## config.mk

```make
export PLATFORM = sky130hd
export DESIGN_NAME = pcbs_ctrl
export DESIGN_NICKNAME = d
export VERILOG_FILES = /design/src/design/pcbs_pkg.sv /design/src/design/pcbs_ctrl.sv
export SDC_FILE = /design/constraint.sdc
export NUM_CORES = 1
export LEC_CHECK = 0
export ABC_CLOCK_PERIOD_IN_PS = 4200
export BUFFER_PORTS_ARGS = -buffer_cell sky130_fd_sc_hd__buf_2
export CAP_MARGIN = 20
export CORE_MARGIN = 3
export CORE_UTILIZATION = 35
export DETAILED_ROUTE_END_ITERATION = 10
export PLACE_DENSITY_LB_ADDON = 0.1
export SETUP_SLACK_MARGIN = 0.4
export SYNTH_ARGS = -nofsm -noshare
export SYNTH_HDL_FRONTEND = slang
export SYNTH_SLANG_ARGS = --single-unit
```

## constraint.sdc

```tcl
create_clock -name i_clk -period 4.2 [get_ports i_clk]
set_clock_uncertainty 0.05 [all_clocks]
set_input_delay 1.05 -clock i_clk [delete_from_list [all_inputs] [get_ports i_clk]]
set_output_delay 1.05 -clock i_clk [all_outputs]
set_load 0.01 [all_outputs]
```

## src/design/pcbs_pkg.sv

```systemverilog
// shared types and constants of the per-class box suppression core
package pcbs_pkg;

    localparam int unsigned RESULT_LIMIT = 64;
    localparam int unsigned NRES_W       = $clog2(RESULT_LIMIT + 1);
    localparam int unsigned SCORE_W      = 8;
    localparam int unsigned CFG_IDX_W    = 1;
    localparam int unsigned CFG_DATA_W   = 8;

    localparam logic [CFG_IDX_W-1:0] CFG_SCORE_THR   = 1'b0;
    localparam logic [CFG_IDX_W-1:0] CFG_OVERLAP_THR = 1'b1;

    localparam logic [SCORE_W-1:0] SCORE_THR_RESET   = 8'd128;
    localparam logic [SCORE_W-1:0] OVERLAP_THR_RESET = 8'd115;

    typedef enum logic [2:0] {
        ST_LOAD,
        ST_FIND,
        ST_PICK,
        ST_TAKE,
        ST_SUPP,
        ST_WAIT_OUT,
        ST_DONE
    } t_state;

    typedef enum logic {
        RD_FIND,
        RD_SUPP
    } t_rd_mode;

    typedef enum logic [1:0] {
        OSEL_PEND,
        OSEL_BEST,
        OSEL_MARK
    } t_out_sel;

    typedef struct packed {
        logic     load;
        logic     rd_en;
        t_rd_mode rd_mode;
        logic     best_clear;
        logic     take;
        logic     out_load;
        t_out_sel out_sel;
        logic     out_last;
        logic     frame_clear;
    } t_cmd;

    typedef struct packed {
        logic found;
        logic busy;
    } t_sts;

endpackage

```

## src/design/pcbs_ctrl.sv

```systemverilog
// sequencer for loading, ranking scans, suppression passes and result hand-off
module pcbs_ctrl
    import pcbs_pkg::*;
#(
    parameter int unsigned MAX_BOXES = 64,
    localparam int unsigned AW = $clog2(MAX_BOXES),
    localparam int unsigned CW = $clog2(MAX_BOXES + 1)
) (
    input  logic          i_clk,
    input  logic          i_rst_n,
    input  logic          i_in_valid,
    input  logic          i_frame_end,
    input  logic          i_out_ready,
    input  t_sts          i_sts,
    input  logic [CW-1:0] i_count,
    output logic          o_in_ready,
    output logic          o_out_valid,
    output t_cmd          o_cmd,
    output logic [AW-1:0] o_rd_addr
);

    t_state            r_state, n_state;
    t_state            r_after, n_after;
    logic [CW-1:0]     r_ctr, n_ctr;
    logic [NRES_W-1:0] r_nres, n_nres;
    logic              r_have_pend, n_have_pend;
    logic              w_scan_end;
    logic              w_at_limit;

    assign w_scan_end = (r_ctr == i_count) && !i_sts.busy;
    assign w_at_limit = (r_nres + NRES_W'(1)) == NRES_W'(RESULT_LIMIT);

    always_comb begin
        n_state = r_state;
        case (r_state)
            ST_LOAD:     if (i_in_valid && i_frame_end) n_state = ST_FIND;
            ST_FIND:     if (w_scan_end) n_state = ST_PICK;
            ST_PICK: begin
                if (i_sts.found && !r_have_pend) n_state = ST_TAKE;
                else n_state = ST_WAIT_OUT;
            end
            ST_TAKE:     n_state = w_at_limit ? ST_WAIT_OUT : ST_SUPP;
            ST_SUPP:     if (w_scan_end) n_state = ST_FIND;
            ST_WAIT_OUT: if (i_out_ready) n_state = r_after;
            ST_DONE:     n_state = ST_LOAD;
            default:     n_state = ST_LOAD;
        endcase
    end

    always_comb begin
        o_cmd        = '0;
        o_cmd.out_sel = OSEL_MARK;
        o_in_ready   = (r_state == ST_LOAD);
        o_out_valid  = (r_state == ST_WAIT_OUT);
        n_after      = r_after;
        n_nres       = r_nres;
        n_have_pend  = r_have_pend;
        n_ctr        = '0;
        case (r_state)
            ST_LOAD: begin
                o_cmd.load       = i_in_valid;
                o_cmd.best_clear = 1'b1;
            end
            ST_FIND, ST_SUPP: begin
                o_cmd.rd_mode = (r_state == ST_FIND) ? RD_FIND : RD_SUPP;
                o_cmd.rd_en   = (r_ctr < i_count);
                n_ctr = o_cmd.rd_en ? r_ctr + CW'(1) : r_ctr;
                if (r_state == ST_SUPP && w_scan_end) begin
                    o_cmd.best_clear = 1'b1;
                    n_ctr = '0;
                end
            end
            ST_PICK: begin
                o_cmd.out_load = !(i_sts.found && !r_have_pend);
                o_cmd.out_sel  = r_have_pend ? OSEL_PEND : OSEL_MARK;
                o_cmd.out_last = !i_sts.found;
                n_after = i_sts.found ? ST_TAKE : ST_DONE;
            end
            ST_TAKE: begin
                o_cmd.take  = 1'b1;
                n_nres      = r_nres + NRES_W'(1);
                n_have_pend = 1'b1;
                // result cap reached: hand over the winner as the final one
                if (w_at_limit) begin
                    o_cmd.out_load = 1'b1;
                    o_cmd.out_sel  = OSEL_BEST;
                    o_cmd.out_last = 1'b1;
                    n_after        = ST_DONE;
                end
            end
            ST_DONE: begin
                o_cmd.frame_clear = 1'b1;
                n_nres      = '0;
                n_have_pend = 1'b0;
            end
            default: ;
        endcase
    end

    assign o_rd_addr = r_ctr[AW-1:0];

    always_ff @(posedge i_clk) begin
        if (!i_rst_n) begin
            r_state     <= ST_LOAD;
            r_after     <= ST_DONE;
            r_ctr       <= '0;
            r_nres      <= '0;
            r_have_pend <= 1'b0;
        end else begin
            r_state     <= n_state;
            r_after     <= n_after;
            r_ctr       <= n_ctr;
            r_nres      <= n_nres;
            r_have_pend <= n_have_pend;
        end
    end

endmodule
```

==> run_results.csv, run 1 <==
group,metric,value,unit
setup_path,cp.required,3.10,ns
setup_path,reg2reg_to,"r_ctr[6]",
routing,routed_wl,3280,um
routing,drc,0,
routing,wl_met2,1680,um
cts,clock-sinks,20,
sta,hold_violations,0,
die,ios,32,
power,p_clk_share,22.6,%
run_status,status,"finished clean",
power,power_frac_seq,44.3,%
grt,grt_pass1_vias,1228,
sta,min_period,3.74,ns
routing,top_layer_used,"met4",
logic_synthesis,yosysSeqAreaShare,28.9,%
power,power.share.combinational,33.0,%
logic_synthesis,syn_avg_cell_area,7.52,sq um
grt,grt_pass1_wl,5340,um
sta,fmaxAchievable,0.267,GHz
power,netSwitchingPower,0.194,mW
routing,dr_wl_met3,137,um
grt,grt_start_max_net_pins,17,
grt,grt_overflow_total,0,
logic_synthesis,post-synth-top-count-cell,"o21ai_0",
cts,path_clk_slew,0.07,ns
routing,drtPass1Iterations,4,
logic_synthesis,synth_top_area_cell,"dfxtp_1",
sta,holdWs,0.406,ns
setup_path,worst_path_largest_cell_delay,0.53,ns
cts,tritoncts,"built",
logic_synthesis,syn-num-nets,207,
setup_path,r2r_start,"r_ctr[5]",
cts,clock_latency,0.25,ns
final_layout,drive_gt1_share,18.9,%
run,cap_violations,0,
routing,num_vias,1331,
place,dp.cells,251,
die,rows,22,
die,initial_core_util,37.0,%
setup_path,crit_chain,"buf_2 > inv_1 > ha_1 > or4_1 > o22a_2 > nor3_1 > buf_2",
logic_synthesis,synth_edf_count,0,
die,dieArea,4740,sq um
cts,cts_inserted_buffers,3,
logic_synthesis,synth_common_cells,"o21ai_0 (21), dfxtp_1 (20), inv_1 (14), nand2_1 (14), nor2_1 (13)",
power,leakage,0.702,nW
sta,finalSetupViolCount,0,
logic_synthesis,ys_top_cells_by_area,"dfxtp_1 (29%), ha_1 (8.1%), o21ai_0 (7.6%)",
power,p_int,0.346,mW
setup_path,crit_path_start_kind,"primary input",
sta,tightestPinTransition,0.547,ns
sta,rsz0062_at_grt,"false",
grt,grt_use_total,14.9,%
logic_synthesis,async_flop_share,0,%
final_layout,fin_cells,254,
setup_path,crit_fanout,13,
setup_path,worstSetupPathType,"primary input to output port",
routing,wl_per_cell,12.9,um
setup_path,crit_family,"simple AND/OR/NAND/NOR gates",
cts,cts_hold_buffers,0,
min_path,min_to,"r_after[0]",
power,pwr_density_cell,345,nW/um^2
logic_synthesis,synth_top_flop_cell,"dfxtp_1",
cts,clock_path_buffers,2,
setup_path,path_buf_inv,3,
setup_path,end_kind,"output port",
place,routabilityCongestion,0.853,
die,die_w,68.9,um
grt,antenna_found_initial,0,
power,ir_drop,0.151,mV
power,sw_frac_of_total,35.9,%
final_layout,area_growth_syn_to_layout,13.1,%
cts,cts-resized-gates,0,
min_path,worstHoldPathCells,2,
place,dpl.hpwl,2510,um
setup_path,crit_top_cell,"buf_2",
min_path,hp-class,"flop to flop",
die,chipHeight,68.9,um
sta,timing.final.crit_share,89.1,%
logic_synthesis,postSynthCellCount,184,
place,io_buffers,31,
routing,antenna_left,0,
setup_path,worstPathArrival,2.64,ns
final_layout,n_antenna_cell,0,
sta,fin_tns_setup,0,ns
setup_path,reg2reg_slack,2.07,ns
setup_path,slowest_stage,"or4_1",
cts,htree_levels,1,
routing,met1Wirelength,1450,um
logic_synthesis,ys_warn_count,0,
sta,slew_headroom,63.5,%
setup_path,reg2reg_depth,5,
min_path,min-delay-start,"r_after[0]",
logic_synthesis,yosysUniqueCellTypes,41,
cts,postCtsSetupBuffers,0,
logic_synthesis,synth_seq_cells,20,
final_layout,nNetsFinal,231,
logic_synthesis,synth_area,1380,sq um
die,coreArea,3740,sq um
sta,slew_viol_final,0,
routing,drt-initial-drc-count,44,
routing,drt-vias-per-instance,5.24,
logic_synthesis,synth.top_cell.area_share,28.9,%
cts,root_buffer,"clkbuf_8",
[cell usage in the layout (no fill, tap or decap), types with 3 or more instances in the layout]
| master | Yosys | layout |
|---|---|---|
| nor2_1 | 13 | 13 |
| o21ai_0 | 21 | 21 |
| or3_2 | 3 | 3 |
| or3_1 | 4 | 4 |
| a21oi_1 | 12 | 12 |
| nor3_1 | 4 | 4 |
| nand2_1 | 14 | 14 |
| nand2b_1 | 3 | 3 |
| nor2b_1 | 4 | 4 |
| a211o_1 | 3 | 3 |
| and2_1 | 5 | 5 |
| clkbuf_8 | 0 | 3 |
| dfxtp_1 | 20 | 20 |
| buf_2 | 0 | 31 |
| and3_1 | 4 | 4 |
| nand3_1 | 9 | 9 |
| inv_1 | 14 | 14 |
| ha_1 | 9 | 9 |
| a21boi_0 | 4 | 4 |
[logic make-up (layout without fill, tap and decap cells)]
family	after synthesis	in the layout	synth area share (%)
buf+inv	26	48	9.22
simple gates	71	71	26.9
compound gates	54	54	24.1
fa+ha+maj	9	9	8.14
mux	1	1	0.723
xor+xnor	3	3	1.90
flops	20	20	28.9
[metrics by stage]
step / power (mW) / utilization, % / worst slack, ns / cell area (sq um)
after floorplan: 0.366 / - / 0.685 / 1380
after global placement: 0.418 / 40.7 / 0.610 / 1520
after detailed placement: 0.423 / 40.7 / 0.475 / 1520
after CTS: 0.550 / 41.8 / 0.467 / 1570
after global routing: 0.589 / 41.8 / 0.430 / 1570
final: 0.540 / 41.8 / 0.459 / 1570
[how the worst max path moves through the flow]
stage / from / to / slack (ns) / cells after the start
2_1_floorplan: i_count[5] / o_cmd[8] / 0.68 / 6
3_3_place_gp: i_count[5] / o_cmd[8] / 0.61 / 7
3_5_place_dp: i_count[5] / o_cmd[8] / 0.48 / 7
4_1_cts: i_count[5] / o_cmd[8] / 0.47 / 7
5_1_grt: i_count[5] / o_cmd[8] / 0.43 / 7
6_report: i_count[5] / o_cmd[8] / 0.46 / 7
[flip-flops by register name, indices dropped and copies added, names as in the netlist]
signal,flops
r_after,2
r_nres,7
r_state,3
r_ctr,7
r_have_pend,1
[final cells by class]
class	count	area (sq um)
Sequential cell	20	400
Fill cell	412	2180
Tap cell	48	60.1
Timing Repair Buffer	31	155
Multi-Input combinational cell	138	856
Clock buffer	3	41.3
Inverter	14	52.6
[layer usage]
| layer | GRT usage [%] | vias up |
|---|---|---|
| met4 | 3.41 | 0 |
| li1 | - | 698 |
| met5 | 0 | - |
| met1 | 17.2 | 599 |
| met2 | 27.5 | 32 |
| met3 | 3.40 | 2 |
[power by group through the flow]
stage               sequential, mW  combinational [mW]  clock [mW]
floorplan                    0.215               0.151           0
global placement             0.242               0.176           0
detailed placement           0.243               0.179           0
CTS                          0.240               0.181       0.130
global route                 0.245               0.203       0.141
finish                       0.239               0.178       0.122
[worst min-delay path: stages (launching register included)]
cell and delay, ns:
dfxtp_1 0.31, nand2_1 0.05, a21oi_1 0.05
No activity file was read; power rests on OpenSTA's default activity.
==> run 2, diff against run 1 <==
CORE_MARGIN = unset   (was 3)
PLACE_DENSITY = 0.67   (was unset)
PLACE_DENSITY_LB_ADDON = unset   (was 0.1)
TNS_END_PERCENT = 100   (was unset)
==> run 2 against run 1 <==
  * Combinational power is 3% lower
  * Non-clock buffer count stayed put
  * Worst setup slack better by 0.13 ns
  * Die area is 11% lower
  * Power is 2.8% higher
  * Critical path depth stayed put
  * Register-to-register slack better by 0.03 ns
  * Cell count is 0.39% higher
  * First-iteration DRC count is 11% lower
  * Clock-buffer cell count is 1 higher
  * Worst hold slack better by 0.0019 ns
  * Design area is 0.88% higher
  * Highest routed layer unchanged
==> run_results.csv, run 2 (synthesis results as in run 1) <==
group,metric,value,unit
cts,htree_levels,1,
grt,grt_pass1_vias,1094,
sta,fin_tns_setup,0,ns
die,coreArea,3720,sq um
sta,hold_violations,0,
sta,slew_viol_final,0,
cts,cts_hold_buffers,0,
power,leakage,0.709,nW
routing,wl_met2,1280,um
sta,fin_ws,0.586,ns
routing,drt-vias-per-instance,5.25,
final_layout,area_growth_syn_to_layout,14.1,%
place,placed_area,1520,sq um
routing,wl_per_cell,10.8,um
cts,root_buffer,"clkbuf_8",
setup_path,cp.required,3.10,ns
cts,clock_path_buffers,2,
routing,num_vias,1338,
run_status,status,"finished clean",
routing,top_layer_used,"met4",
sta,slew_headroom,64.4,%
grt,antenna_found_initial,0,
final_layout,fin_area,1580,sq um
routing,drt-initial-drc-count,39,
final_layout,drive_gt1_share,19.3,%
sta,rsz0062_at_grt,"false",
grt,grt_overflow_total,0,
power,ir_drop,0.202,mV
sta,timing.final.crit_share,86.1,%
die,dieArea,4210,sq um
setup_path,crit_chain,"buf_2 > inv_1 > ha_1 > or4_1 > o22a_2 > nor3_1 > buf_2",
setup_path,worst_path_largest_cell_delay,0.53,ns
cts,clock_latency,0.26,ns
cts,cts-resized-gates,0,
die,rows,22,
grt,grt_use_total,14.2,%
cts,cts_inserted_buffers,3,
routing,antenna_left,0,
die,ios,32,
setup_path,slowest_stage,"or4_1",
setup_path,crit_top_cell,"buf_2",
final_layout,reg.largest.list,"r_ctr x7, r_nres x7, r_state x3",
cts,path_clk_slew,0.07,ns
routing,dr_wl_met3,134,um
final_layout,final_cell_mix,"buf_2 (31), o21ai_0 (21), dfxtp_1 (20)",
final_layout,final_common_cell,"buf_2",
run,cap_violations,0,
final_layout,nNetsFinal,231,
place,dpl.hpwl,2130,um
power,pwr_density_cell,351,nW/um^2
routing,met1Wirelength,1330,um
routing,drtPass1Iterations,4,
routing,routed_wl,2750,um
place,routabilityCongestion,0.787,
setup_path,crit_family,"simple AND/OR/NAND/NOR gates",
sta,finalSetupViolCount,0,
place,place_worst_setup_slack,0.589,ns
place,io_buffers,31,
power,p_total,0.555,mW
die,die_w,64.9,um
min_path,hp-class,"flop to flop",
sta,holdWs,0.408,ns
setup_path,worstPathArrival,2.51,ns
setup_path,path_buf_inv,3,
die,chipHeight,64.9,um
grt,grt_pass1_wl,4680,um
cts,clock-sinks,20,
sta,fmaxAchievable,0.277,GHz
setup_path,crit_fanout,13,
routing,drc,0,
sta,tightestPinTransition,0.533,ns
cts,tritoncts,"built",
grt,grt_start_max_net_pins,17,
cts,postCtsSetupBuffers,0,
setup_path,end_kind,"output port",
final_layout,n_antenna_cell,0,
die,initial_core_util,37.2,%
setup_path,worstSetupPathType,"primary input to output port",
setup_path,crit_path_start_kind,"primary input",
sta,min_period,3.61,ns
run 2: final timing paths:
check	cells past startpoint	from	endpoint	slack, ns
setup / recovery	7	i_count[5]	o_cmd[8]	0.59
hold / removal	2	r_after[0]	r_after[0]	0.41
setup reg to reg	5	r_ctr[5]	r_ctr[4]	2.10
hold reg to reg	2	r_after[0]	r_after[0]	0.41
run 2: final cells by class:
type / count / area, sq um
fillers: 395 / 2140
flip-flops and latches: 20 / 400
inverters: 14 / 52.6
multi-input cells: 138 / 856
repair buffers: 31 / 155
clock buffers: 4 / 55.1
well taps: 48 / 60.1
run 2: through the flow:
step                      utilization [%]  cells
after floorplan                         -    184
after global placement               41.0    251
after detailed placement             41.0    251
after CTS                            42.5    255
after global routing                 42.5    255
final                                42.5    255
run 2: routing by layer:
metal  global-route usage, %  vias up
li1                        -      701
met1                    17.2      615
met2                    23.7       20
met3                    4.40        2
met4                    4.17        0
met5                       0        -
run 2: worst register-to-register path, cell delays in order (launching register included):
cell and delay (ns):
dfxtp_1 0.34, ha_1 0.21, or4_1 0.53, o22a_2 0.30, or3_2 0.47, a21oi_1 0.14
run 2: power breakdown:
part	internal, mW	switching (mW)
registers	0.203	0.0350
clock network	0.0834	0.0611
logic	0.0787	0.0937
total	0.365	0.190
==> run 3, diff against run 2 <==
CELL_PAD_IN_SITES_DETAIL_PLACEMENT = 2   (was unset)
CELL_PAD_IN_SITES_GLOBAL_PLACEMENT = 2   (was unset)
CORE_UTILIZATION = 32   (was 35)
PLACE_DENSITY = 0.95   (was 0.67)
==> run 3 against run 2 <==
  * Worst setup slack got worse by 0.044 ns
  * Sequential share of layout area about the same
  * Global-route usage increased by 6.6 points
  * Critical path depth unchanged
  * First-iteration DRC count decreased by 31%
  * Die area increased by 9.1%
  * Combinational power increased by 8%
  * Maximum frequency decreased by 1.2%
  * Design area increased by 0.16%
  * Sequential power about the same
  * Highest routed layer unchanged
==> run_results.csv, run 3 (synthesis results as in run 1) <==
group,metric,value,unit
run_status,status,"finished clean",
min_path,min-delay-start,"r_after[0]",
setup_path,worstSetupPathType,"primary input to output port",
final_layout,n_fill_cell,525,
die,dieArea,4590,sq um
routing,routed_wl,4290,um
sta,slew_headroom,63.9,%
die,initial_core_util,33.9,%
final_layout,fin_cells,257,
power,ir_drop,0.166,mV
power,sw_frac_of_total,36.3,%
place,placed_area,1530,sq um
place,routabilityCongestion,0.764,
setup_path,crit_start,"i_count[5]",
power,power.share.combinational,32.4,%
die,coreArea,4090,sq um
grt,use_met2,38.2,%
cts,cts_inserted_buffers,3,
sta,min_period,3.66,ns
final_layout,reg.largest.list,"r_ctr x7, r_nres x7, r_state x3",
setup_path,r2r_start,"r_ctr[5]",
setup_path,crit_chain,"buf_2 > inv_1 > ha_1 > or4_1 > o22a_2 > nor3_1 > buf_2",
grt,grt_overflow_total,0,
final_layout,n_antenna_cell,0,
cts,htree_levels,1,
routing,wl_per_cell,16.7,um
die,die_w,67.8,um
power,p_clk_share,25.7,%
setup_path,crit_fanout,13,
final_layout,area_growth_syn_to_layout,14.3,%
die,rows,23,
cts,path_clk_slew,0.07,ns
final_layout,nNetsFinal,231,
final_layout,drive_gt1_share,19.3,%
final_layout,final_common_cell,"buf_2",
grt,grt_use_total,20.8,%
setup_path,worstPathArrival,2.56,ns
cts,tritoncts,"built",
place,dp.cells,253,
grt,grt_pass1_wl,7140,um
sta,rsz0062_at_grt,"false",
cts,cts_hold_buffers,0,
min_path,hp-class,"flop to flop",
setup_path,path_buf_inv,3,
die,chipHeight,67.8,um
place,dpl.hpwl,3220,um
sta,fmaxAchievable,0.273,GHz
final_layout,final_cell_mix,"buf_2 (31), o21ai_0 (21), dfxtp_1 (20)",
run,cap_violations,0,
power,leakage,0.709,nW
power,netSwitchingPower,0.208,mW
place,io_buffers,31,
setup_path,crit_family,"simple AND/OR/NAND/NOR gates",
setup_path,crit_path_start_kind,"primary input",
final_layout,seqCellArea,400,sq um
final_layout,multiInputGateArea,856,sq um
setup_path,cp.required,3.10,ns
routing,drt-vias-per-instance,5.61,
cts,clock-sinks,20,
grt,grt_use_met3,4.56,%
cts,clock_latency,0.26,ns
setup_path,end_kind,"output port",
grt,grt_busiest_layer,"met2",
routing,drtPass1Iterations,4,
power,p_int,0.366,mW
grt,grt_start_max_net_pins,17,
sta,timing.final.crit_share,87.1,%
setup_path,crit_top_cell,"buf_2",
power,p_total,0.574,mW
power,power_frac_seq,41.9,%
sta,tightestPinTransition,0.541,ns
routing,antenna_left,0,
cts,postCtsSetupBuffers,0,
cts,root_buffer,"clkbuf_8",
place,place_worst_setup_slack,0.551,ns
final_layout,fin_area,1580,sq um
sta,finalSetupViolCount,0,
power,pwr_density_cell,363,nW/um^2
sta,holdWs,0.436,ns
cts,cts-resized-gates,0,
routing,drc,0,
routing,drt-initial-drc-count,27,
sta,fin_tns_setup,0,ns
routing,num_vias,1442,
final_layout,final_core_utilization,38.7,%
die,ios,32,
grt,grt_pass1_vias,1506,
setup_path,slowest_stage,"or4_1",
cts,clock_path_buffers,2,
sta,hold_violations,0,
sta,slew_viol_final,0,
grt,antenna_found_initial,0,
setup_path,worst_path_largest_cell_delay,0.53,ns
sta,fin_ws,0.541,ns
grt,gr-usage-met1,23.9,%
## run 3: cell counts in the layout (fill, tap and decap cells not counted)
No cell type changed its count.
## run 3: cell type report
type,count,share of cell area (%)
clock buffers,4,3.48
inverters,14,3.32
multi-input cells,138,54.1
flip-flops and latches,20,25.3
well taps,50,3.96
repair buffers,31,9.81
## run 3: power by group through the flow
stage,Sequential [mW],Clock [mW],Combinational [mW]
6_report,0.240,0.148,0.186
5_1_grt,0.245,0.163,0.211
4_1_cts,0.240,0.154,0.189
3_5_place_dp,0.245,0,0.186
3_3_place_gp,0.243,0,0.176
2_1_floorplan,0.215,0,0.151
## run 3: routing by layer
layer	vias up	routed length [um]
li1	694	-
met4	0	45
met3	6	133
met1	712	1890
met2	30	2220
met5	-	0
## run 3: final timing paths
kind	end	slack, ns	cells after the start
min reg2reg	r_after[0]	0.44	2
max reg2reg	r_ctr[6]	2.01	5
max	o_cmd[8]	0.54	7
min	r_after[0]	0.44	2
## run 3: tightest hold or removal path, cell delays in order (launching register included)
cell,delay (ns)
dfxtp_1,0.32
nand2_1,0.06
a21oi_1,0.06
